### src/rtl/frx_pkg.sv
// shared types and codes for the framed packet receiver
package frx_pkg;

  localparam int unsigned ByteW  = 8;
  localparam int unsigned PhaseW = 3;
  localparam int unsigned ErrW   = 3;
  localparam int unsigned CfgIdxW = 2;

  // frame phases
  localparam logic [PhaseW-1:0] PH_START = 3'd0;
  localparam logic [PhaseW-1:0] PH_TYPE  = 3'd1;
  localparam logic [PhaseW-1:0] PH_LEN   = 3'd2;
  localparam logic [PhaseW-1:0] PH_DATA  = 3'd3;
  localparam logic [PhaseW-1:0] PH_CHECK = 3'd4;

  // error codes
  localparam logic [ErrW-1:0] ERR_NONE  = 3'd0;
  localparam logic [ErrW-1:0] ERR_START = 3'd1;
  localparam logic [ErrW-1:0] ERR_TYPE  = 3'd2;
  localparam logic [ErrW-1:0] ERR_LEN   = 3'd3;
  localparam logic [ErrW-1:0] ERR_CHECK = 3'd4;

  // configuration register indexes
  localparam logic [CfgIdxW-1:0] CFG_START_MARKER = 2'd0;
  localparam logic [CfgIdxW-1:0] CFG_TYPE_FLOOR   = 2'd1;
  localparam logic [CfgIdxW-1:0] CFG_TYPE_CEILING = 2'd2;

  // reset values, check seed and reserved length code
  localparam logic [ByteW-1:0] START_MARKER_RST = 8'hAA;
  localparam logic [ByteW-1:0] TYPE_FLOOR_RST   = 8'h00;
  localparam logic [ByteW-1:0] TYPE_CEILING_RST = 8'hFF;
  localparam logic [ByteW-1:0] CHECK_SEED       = 8'hFF;
  localparam logic [ByteW-1:0] LEN_INVALID      = 8'hFF;

  typedef struct packed {
    logic [ByteW-1:0]  byte_value;
    logic              store_byte;
    logic              frame_good;
    logic              frame_abort;
    logic [ErrW-1:0]   error_code;
    logic [PhaseW-1:0] phase_now;
  } frx_result_t;

  typedef struct packed {
    logic [ByteW-1:0] start_marker;
    logic [ByteW-1:0] type_floor;
    logic [ByteW-1:0] type_ceiling;
  } frx_cfg_t;

endpackage

### src/rtl/framed_packet_receiver_xor_check.sv
// top level of the framed packet receiver with xor check byte
//
//  channel | direction | ports                                   | handshake
//  --------+-----------+-----------------------------------------+-----------------
//  in_     | input     | in_rx_byte                              | in_valid/in_ready
//  out_    | output    | out_byte_value .. out_phase_now         | out_valid/out_ready
//  cfg_    | input     | cfg_index, cfg_data                     | cfg_valid/cfg_ready
//
// one word per cycle sustained while out_ready stays high; out_valid follows the input accept
// through two registers (input register, then frame logic into the result register)
// the feedback loop through the phase / count / check registers sets the rate
// synchronous active-low reset: wait for a start word, check seed 0xff, reset config
// a stall on out_ready backs up through the input register; no word is dropped
// cfg_ready is always high; writes belong in idle gaps with no word in flight
module framed_packet_receiver_xor_check
  import frx_pkg::*;
(
  input  logic               clk,
  input  logic               rst_n,
  // input word channel
  input  logic               in_valid,
  output logic               in_ready,
  input  logic [ByteW-1:0]   in_rx_byte,
  // result channel
  output logic               out_valid,
  input  logic               out_ready,
  output logic [ByteW-1:0]   out_byte_value,
  output logic               out_store_byte,
  output logic               out_frame_good,
  output logic               out_frame_abort,
  output logic [ErrW-1:0]    out_error_code,
  output logic [PhaseW-1:0]  out_phase_now,
  // configuration write channel
  input  logic               cfg_valid,
  output logic               cfg_ready,
  input  logic [CfgIdxW-1:0] cfg_index,
  input  logic [ByteW-1:0]   cfg_data
);

  // configuration registers
  frx_cfg_t cfg_r;

  // input register
  logic             s1_valid_r;
  logic [ByteW-1:0] s1_byte_r;

  // result register
  logic        out_valid_r;
  frx_result_t out_r;
  frx_result_t res;

  logic advance;
  logic out_free;

  // result register can take a new word when empty or being drained
  assign out_free = !out_valid_r || out_ready;
  // the word in the input register is processed and its state committed
  assign advance  = s1_valid_r && out_free;
  // input register accepts when empty or moving on this cycle
  assign in_ready = !s1_valid_r || advance;

  assign cfg_ready = 1'b1;

  always_ff @(posedge clk) begin
    if (!rst_n) begin
      cfg_r.start_marker <= START_MARKER_RST;
      cfg_r.type_floor   <= TYPE_FLOOR_RST;
      cfg_r.type_ceiling <= TYPE_CEILING_RST;
    end else if (cfg_valid && cfg_ready) begin
      case (cfg_index)
        CFG_START_MARKER: cfg_r.start_marker <= cfg_data;
        CFG_TYPE_FLOOR:   cfg_r.type_floor   <= cfg_data;
        CFG_TYPE_CEILING: cfg_r.type_ceiling <= cfg_data;
        default: ;  // unused index, write dropped
      endcase
    end
  end

  // input stage
  always_ff @(posedge clk) begin
    if (!rst_n) begin
      s1_valid_r <= 1'b0;
    end else if (in_ready) begin
      s1_valid_r <= in_valid;
    end
  end

  always_ff @(posedge clk) begin
    if (in_valid && in_ready) begin
      s1_byte_r <= in_rx_byte;
    end
  end

  // frame phase logic with its state registers
  frx_step u_step (
    .clk     (clk),
    .rst_n   (rst_n),
    .advance (advance),
    .rx_byte (s1_byte_r),
    .cfg     (cfg_r),
    .res     (res)
  );

  // result stage
  always_ff @(posedge clk) begin
    if (!rst_n) begin
      out_valid_r <= 1'b0;
    end else if (out_free) begin
      out_valid_r <= s1_valid_r;
    end
  end

  always_ff @(posedge clk) begin
    if (advance) begin
      out_r <= res;
    end
  end

  assign out_valid       = out_valid_r;
  assign out_byte_value  = out_r.byte_value;
  assign out_store_byte  = out_r.store_byte;
  assign out_frame_good  = out_r.frame_good;
  assign out_frame_abort = out_r.frame_abort;
  assign out_error_code  = out_r.error_code;
  assign out_phase_now   = out_r.phase_now;

endmodule

### src/rtl/frx_step.sv
// frame state registers and per-word next-state logic
module frx_step
  import frx_pkg::*;
(
  input  logic             clk,
  input  logic             rst_n,
  input  logic             advance,
  input  logic [ByteW-1:0] rx_byte,
  input  frx_cfg_t         cfg,
  output frx_result_t      res
);

  logic [PhaseW-1:0] phase_r, phase_nxt;
  logic [ByteW-1:0]  bytes_left_r, bytes_left_nxt;
  logic [ByteW-1:0]  running_check_r, running_check_nxt;
  logic [ByteW-1:0]  left_dec;

  assign left_dec = bytes_left_r - 8'd1;

  always_comb begin
    phase_nxt         = phase_r;
    bytes_left_nxt    = bytes_left_r;
    running_check_nxt = running_check_r;
    res.byte_value    = rx_byte;
    res.store_byte    = 1'b0;
    res.frame_good    = 1'b0;
    res.frame_abort   = 1'b0;
    res.error_code    = ERR_NONE;
    case (phase_r)
      PH_START: begin
        if (rx_byte == cfg.start_marker) begin
          res.store_byte    = 1'b1;
          running_check_nxt = CHECK_SEED ^ rx_byte;
          phase_nxt         = PH_TYPE;
        end else begin
          res.error_code  = ERR_START;
          res.frame_abort = 1'b1;
          phase_nxt       = PH_START;
        end
      end
      PH_TYPE: begin
        if (rx_byte <= cfg.type_floor || rx_byte >= cfg.type_ceiling) begin
          res.error_code  = ERR_TYPE;
          res.frame_abort = 1'b1;
          phase_nxt       = PH_START;
        end else begin
          res.store_byte    = 1'b1;
          running_check_nxt = running_check_r ^ rx_byte;
          phase_nxt         = PH_LEN;
        end
      end
      PH_LEN: begin
        if (rx_byte == LEN_INVALID) begin
          res.error_code  = ERR_LEN;
          res.frame_abort = 1'b1;
          phase_nxt       = PH_START;
        end else begin
          res.store_byte    = 1'b1;
          running_check_nxt = running_check_r ^ rx_byte;
          bytes_left_nxt    = rx_byte;
          phase_nxt         = (rx_byte == '0) ? PH_CHECK : PH_DATA;
        end
      end
      PH_DATA: begin
        if (bytes_left_r != '0) begin
          res.store_byte    = 1'b1;
          running_check_nxt = running_check_r ^ rx_byte;
          bytes_left_nxt    = left_dec;
          if (left_dec == '0) begin
            phase_nxt = PH_CHECK;
          end
        end else begin
          phase_nxt = PH_CHECK;
        end
      end
      PH_CHECK: begin
        if (rx_byte == running_check_r) begin
          res.store_byte = 1'b1;
          res.frame_good = 1'b1;
        end else begin
          res.error_code  = ERR_CHECK;
          res.frame_abort = 1'b1;
        end
        phase_nxt = PH_START;
      end
      default: begin
        phase_nxt = PH_START;
      end
    endcase
    res.phase_now = phase_nxt;
  end

  always_ff @(posedge clk) begin
    if (!rst_n) begin
      phase_r         <= PH_START;
      bytes_left_r    <= '0;
      running_check_r <= CHECK_SEED;
    end else if (advance) begin
      phase_r         <= phase_nxt;
      bytes_left_r    <= bytes_left_nxt;
      running_check_r <= running_check_nxt;
    end
  end

endmodule

### config.mk
export PLATFORM = sky130hd
export DESIGN_NAME = framed_packet_receiver_xor_check
export DESIGN_NICKNAME = d
export VERILOG_FILES = /design/src/rtl/frx_pkg.sv /design/src/rtl/framed_packet_receiver_xor_check.sv /design/src/rtl/frx_step.sv
export SDC_FILE = /design/constraint.sdc
export NUM_CORES = 1
export LEC_CHECK = 0
export BUFFER_PORTS_ARGS = -buffer_cell sky130_fd_sc_hd__clkbuf_2
export CAP_MARGIN = 10
export CORE_ASPECT_RATIO = 1.25
export CORE_MARGIN = 2
export CORE_UTILIZATION = 48
export DETAILED_ROUTE_END_ITERATION = 6
export PLACE_DENSITY = 0.78
export SYNTH_ARGS = -nofsm -noshare
export SYNTH_HDL_FRONTEND = slang
export SYNTH_SLANG_ARGS = --single-unit
### constraint.sdc
create_clock -name clk -period 3.6 [get_ports clk]
set_input_delay 0.18 -clock clk [delete_from_list [all_inputs] [get_ports clk]]
set_output_delay 0.18 -clock clk [all_outputs]
set_load 0.01 [all_outputs]
==> flow_summary.toml, run 1 <==
[pwr]
seqPwrFrac_pct = 53.3
p_per_area_nw_per_um2 = 398.9
switching_power_w = 0.0004634
leakage_nw = 1.628
combPwrFrac_pct = 13.0
power_frac_clock_pct = 33.7
intPower_w = 0.001202
power_switching_share_pct = 27.83
vdd_drop_max_uv = 312.5

[routing]
drt-pass1-iter-count = 4
post_drt_via_cell_ratio = 5.592
drt-total-wl_um = 7794
dr.first_iter.drc_count = 152
ant_nets = 0
vias = 2852
wl_per_cell_um = 15.28
drc = 0

[placed_design]
post-place-ws_ps = 642.2
io_buffers = 41
place_inst = 487
gp_congestion = 0.9100
hpwl_um = 5552

[timing]
tns_ps = 0
clock_skew_ps = 7.027
setup_violations = 0
max_slew_margin_pct = 39.36
hold_violations = 0
max_slew.worst_pin.slew_ps = 897.8
max_freq_mhz = 331.7
hold-worst-slack_ps = 29.83
rsz0062_at_grt = "false"
drv_slew = 0
finalCritPeriodShare_pct = 83.75
worst_slack_ps = 585.1
fin_crit_ps = 3015

[global_route]
grt_pass1_wl_um = 12890
met2_usage_pct = 34.74
grt_overflow = 0
grt_max_degree = 46
gr-usage-met1_pct = 24.58
antenna_found_initial = 0
grt.busiest_layer = "met2"
grtUsageMet3_pct = 4.682
grt_pass1_vias = 2748
grtUsageTotal_pct = 20.50

[worst_setup_path]
worstPathArrival_ps = 3210
start_kind = "flip-flop"
rr_endpoint = "u_step.running_check_r[7]"
path_common_cell = "a2111oi_4"
rrSetupSlack_ps = 590
crit_buf_inv = 1
cpPeakStageDelay_ps = 770
end_kind = "flip-flop"
worstPathRequired_ps = 3800
worstPathCellList = "inv_1 > ha_1 > nand2b_4 > a2111oi_4 > a211o_2 > o311ai_4 > a2111oi_4 > mux2i_1 > o21ai_1"
critPathKind = "reg2reg"
r2r_start = "s1_byte_r[0]"
crit_start = "s1_byte_r[0]"
reg2reg_depth = 9
cp_slowest_cell = "a2111oi_4"
critical-path-top-delay-family = "compound AO/OA/AOI/OAI gates"
worst-path-max-fanout = 8

[layout]
stdcell_count = 510
syn2layout_area_growth_pct = 13.20
layout-drive-gt1-share_pct = 17.22
n_fill_cell = 636
final_cell_mix = "dfxtp_1, clkbuf_2, edfxtp_1, nand2_1, mux2i_1"
post-route-util_pct = 56.40
fin_nets = 455
n_antenna_cell = 0
mostFrequentLayoutCell = "dfxtp_1"

[clock_tree]
cts-htree-levels = 3
cts_max_path_buffers = 2
postCtsSetupBuffers = 0
cts_sinks = 70
cts.repair.resized = 0
cts_tree = "yes"
clkTransAtPathRegs_ps = 80
root_buffer = "clkbuf_8"
cts_made_buffers = 9
clkLatencyLatePin_ps = 350

[die]
die_w_um = 82.40
initial_core_util_pct = 49.82
die_area_sq_um = 8403
die_h_um = 102.0
boundaryPins = 43
coreArea_sq_um = 7401
fp-row-count = 35

[yosys]
synth_cell_type_count = 55
yosysSeqAreaShare_pct = 44.79
async_flop_share_pct = 0
synth_area_sq_um = 3687
synth_edf_count = 25
synth_top_area_share_pct = 24.43
ys_warn_count = 0
ys_top_cells_by_area = "dfxtp_1, edfxtp_1, mux2i_1"
syn_nets = 417
synth_seq_cells = 70
syn_inst = 375
synth_top_area_cell = "dfxtp_1"
avgSynthCellArea_sq_um = 9.833
synth_ff_type = "dfxtp_1"

[run_status]
status = "finished, final reports clean"

[run]
cap_violations = 0

[worst_hold_path]
hold_start = "in_rx_byte[0]"
min_path_type = "in2reg"
hold-path-cell-count = 1
whs_endpoint = "s1_byte_r[0]"
==> sequential cells by signal (all words and copies together), names as in the netlist <==
register                flops
cfg_r                      24
out_byte_value              8
s1_byte_r                   8
u_step.bytes_left_r         8
u_step.running_check_r      8
out_error_code              3
out_phase_now               3
u_step.phase_r              3
out_frame_abort             1
out_frame_good              1
out_store_byte              1
out_valid                   1
s1_valid_r                  1
==> Yosys cell counts, drive strengths merged (3+ instances only) <==
| master | number |
|---|---|
| dfxtp | 45 |
| o21ai | 34 |
| edfxtp | 25 |
| mux2i | 24 |
| nand2 | 24 |
| inv | 22 |
| clkbuf | 21 |
| nor2 | 20 |
| ha | 19 |
| nor2b | 18 |
| a21oi | 15 |
| nor3 | 15 |
| nand4 | 10 |
| o211ai | 9 |
| xnor2 | 9 |
| xor2 | 8 |
| and2 | 7 |
| buf | 5 |
| nor4 | 5 |
| a2111oi | 3 |
| nand2b | 3 |
| nor3b | 3 |
| o21a | 3 |
==> routing by layer <==
layer / vias to the layer above / part of all wire [%]
met5: - / 0
met4: 0 / 2.5
met3: 19 / 3.5
met2: 54 / 52
met1: 1363 / 42
li1: 1416 / -
==> worst reg2reg max path, cell delays in order (launching register included) <==
cell and delay (ps):
edfxtp_1 510, inv_1 140, ha_1 290, nand2b_4 150
a2111oi_4 330, a211o_2 170, o311ai_4 140, a2111oi_4 770
mux2i_1 290, o21ai_1 80
==> worst max path at each step <==
stage,end,cells after the start
floorplan,u_step.bytes_left_r[7],9
global placement,u_step.running_check_r[5],9
detailed placement,u_step.running_check_r[6],9
CTS,u_step.running_check_r[7],9
global route,u_step.running_check_r[7],9
finish,u_step.running_check_r[7],9
==> power groups by stage <==
stage                     clock, W  combinational [W]  sequential [W]
after floorplan                  0           0.000155        0.000895
after global routing      0.000602           0.000241        0.000891
final                     0.000561           0.000217        0.000887
after CTS                 0.000573           0.000217        0.000887
after global placement           0           0.000202        0.000903
after detailed placement         0           0.000210        0.000905
==> repair_timing <==
item / 4_1_cts / 5_1_grt
hold buffers: 7 / 0
endpoints found under the hold margin: 7 / 0
endpoints found under the setup margin: 0 / 0
==> final cells by class <==
type / instances / area [sq um] / share of cell area (%)
Clock buffer: 9 / 123.9 / 2.968
Clock inverter: 7 / 46.29 / 1.109
Inverter: 22 / 82.58 / 1.978
Multi-Input combinational cell: 257 / 1842 / 44.12
Sequential cell: 70 / 1652 / 39.57
Tap cell: 92 / 115.1 / 2.758
Timing Repair Buffer: 53 / 312.8 / 7.494
==> per-stage QoR <==
stage	total power, W	cell area [sq um]
after floorplan	0.001050	3687
after global placement	0.001105	3934
after detailed placement	0.001114	3934
after CTS	0.001677	4174
after global routing	0.001735	4174
final	0.001665	4174
==> logic make-up (layout without fill, tap and decap cells) <==
family	Yosys count	count (layout)	share of synthesized area, %
compound gates	79	79	15.30
xor+xnor	17	17	4.038
fa+ha+maj	19	19	6.447
buf+inv	48	91	5.260
flops	70	70	44.79
mux	24	24	6.515
other cells	1	1	0.1017
simple gates	117	117	17.54
No activity file was read; power rests on OpenSTA's default activity.
==> run 2, diff against run 1 <==
Clock period 3.6 ns to 3.05 ns, I/O delays scaled along.
==> flow_summary.toml, run 2 (synthesized netlist as in run 1, its figures left out) <==
[placed_design]
post-place-ws_ps = 351.9
gp_congestion = 0.9070
io_buffers = 41
place_area_sq_um = 3986
hpwl_um = 6019

[worst_setup_path]
worstPathArrival_ps = 2980
reg2reg_depth = 10
critPathKind = "reg2reg"
crit_buf_inv = 2
path_common_cell = "a2111oi_4"
end_kind = "flip-flop"
crit_start = "s1_byte_r[0]"
cpPeakStageDelay_ps = 520
cp_slowest_cell = "a2111oi_4"
worst-path-max-fanout = 5
worstPathRequired_ps = 3250
start_kind = "flip-flop"
rrSetupSlack_ps = 270
worstPathCellList = "inv_1 > ha_1 > nand2b_4 > a2111oi_4 > a211o_2 > o311ai_4 > a2111oi_4 > buf_4 > mux2i_1 > o21ai_1"
rr_endpoint = "u_step.running_check_r[6]"
critical-path-top-delay-family = "compound AO/OA/AOI/OAI gates"
r2r_start = "s1_byte_r[0]"

[layout]
largest_register_ffs = 24
n_fill_cell = 634
ff_latch_area_sq_um = 1652
final_cell_mix = "dfxtp_1, clkbuf_2, edfxtp_1, nand2_1, mux2i_1"
layout-drive-gt1-share_pct = 18.54
top_register = "cfg_r"
fin_area_sq_um = 4233
fin_nets = 463
multi_input_area_sq_um = 1842
syn2layout_area_growth_pct = 14.79
mostFrequentLayoutCell = "dfxtp_1"
n_antenna_cell = 0

[die]
coreArea_sq_um = 7401
boundaryPins = 43
die_h_um = 102.0
die_w_um = 82.40
fp-row-count = 35
initial_core_util_pct = 49.82
die_area_sq_um = 8403

[global_route]
grtUsageTotal_pct = 22.07
grt_max_degree = 46
grt_pass1_wl_um = 13720
antenna_found_initial = 0
grt_overflow = 0
grt_pass1_vias = 2899

[pwr]
seqPwrFrac_pct = 52.7
power_switching_share_pct = 27.96
intPower_w = 0.001424
finalPower_w = 0.001977
vdd_drop_max_uv = 351.1
p_per_area_nw_per_um2 = 467.0
combPwrFrac_pct = 13.8
power_frac_clock_pct = 33.5
switching_power_w = 0.0005527
leakage_nw = 1.665

[run]
cap_violations = 0

[timing]
worst_slack_ps = 268.5
fin_crit_ps = 2781
rsz0062_at_grt = "false"
max_freq_mhz = 359.5
clock_skew_ps = 10.81
hold_violations = 0
setup_violations = 0
hold-worst-slack_ps = 44.73
max_slew_margin_pct = 38.45
drv_slew = 0
tns_ps = 0
max_slew.worst_pin.slew_ps = 911.4
finalCritPeriodShare_pct = 91.20

[routing]
drt-pass1-iter-count = 4
vias = 2907
post_drt_via_cell_ratio = 5.612
highest_layer = "met4"
drt-total-wl_um = 8408
dr.first_iter.drc_count = 235
wl_per_cell_um = 16.23
drt-met1-wl_um = 3437
met2_length_um = 4407
met3WireLength_um = 308
ant_nets = 0
drc = 0

[worst_hold_path]
min_path_type = "in2reg"
hold-path-cell-count = 3
whs_endpoint = "s1_valid_r"
hold_start = "in_valid"

[clock_tree]
cts_max_path_buffers = 2
cts_made_buffers = 9
clkLatencyLatePin_ps = 360
root_buffer = "clkbuf_8"
cts-htree-levels = 3
cts_sinks = 70
clkTransAtPathRegs_ps = 70
cts_tree = "yes"

[run_status]
status = "finished, final reports clean"
-- run 2: layout make-up --
type / instances / share of cell area [%]
clock buffers: 10 / 3.015
clock inverters: 6 / 0.9163
inverters: 22 / 1.951
multi-input cells: 257 / 43.51
flip-flops and latches: 70 / 39.02
well taps: 92 / 2.719
repair buffers: 61 / 8.868
-- run 2: layer usage --
layer | GRT usage [%] | vias to the layer above
met4 | 13.08 | 0
li1 | - | 1420
met2 | 37.10 | 74
met3 | 4.064 | 18
met5 | 0 | -
met1 | 25.86 | 1395
-- run 2: worst min-delay path: stages --
cell,delay (ps)
clkbuf_2,80
a21oi_1,30
nor2b_1,90
-- run 2: power groups by stage --
stage	clock network (W)	registers [W]	logic (W)
global route	0.000705	0.00105	0.000301
global placement	0	0.00106	0.000251
floorplan	0	0.00106	0.000183
CTS	0.000665	0.00104	0.000271
detailed placement	0	0.00106	0.000262
finish	0.000661	0.00104	0.000274
-- run 2: how the worst max path moves through the flow --
stage	slack (ps)	cells after the start	end
2_1_floorplan	240	9	u_step.bytes_left_r[7]
3_3_place_gp	430	10	u_step.running_check_r[2]
3_5_place_dp	350	10	u_step.running_check_r[6]
4_1_cts	300	10	u_step.running_check_r[6]
5_1_grt	100	10	u_step.running_check_r[4]
6_report	270	10	u_step.running_check_r[6]
-- run 2: per-stage QoR --
stage          cells  utilization [%]
2_1_floorplan    375                -
3_3_place_gp     494            53.86
3_5_place_dp     494            53.86
4_1_cts          517            57.06
5_1_grt          518            57.19
6_report         518            57.19
-- run 2: repair_timing --
| item | CTS | global route |
|---|---|---|
| endpoints found under the setup margin | 0 | 0 |
| gates resized for setup | 0 | 0 |
| setup buffers | 0 | 0 |
| hold buffers | 7 | 1 |
| hold endpoints to repair | 7 | 1 |
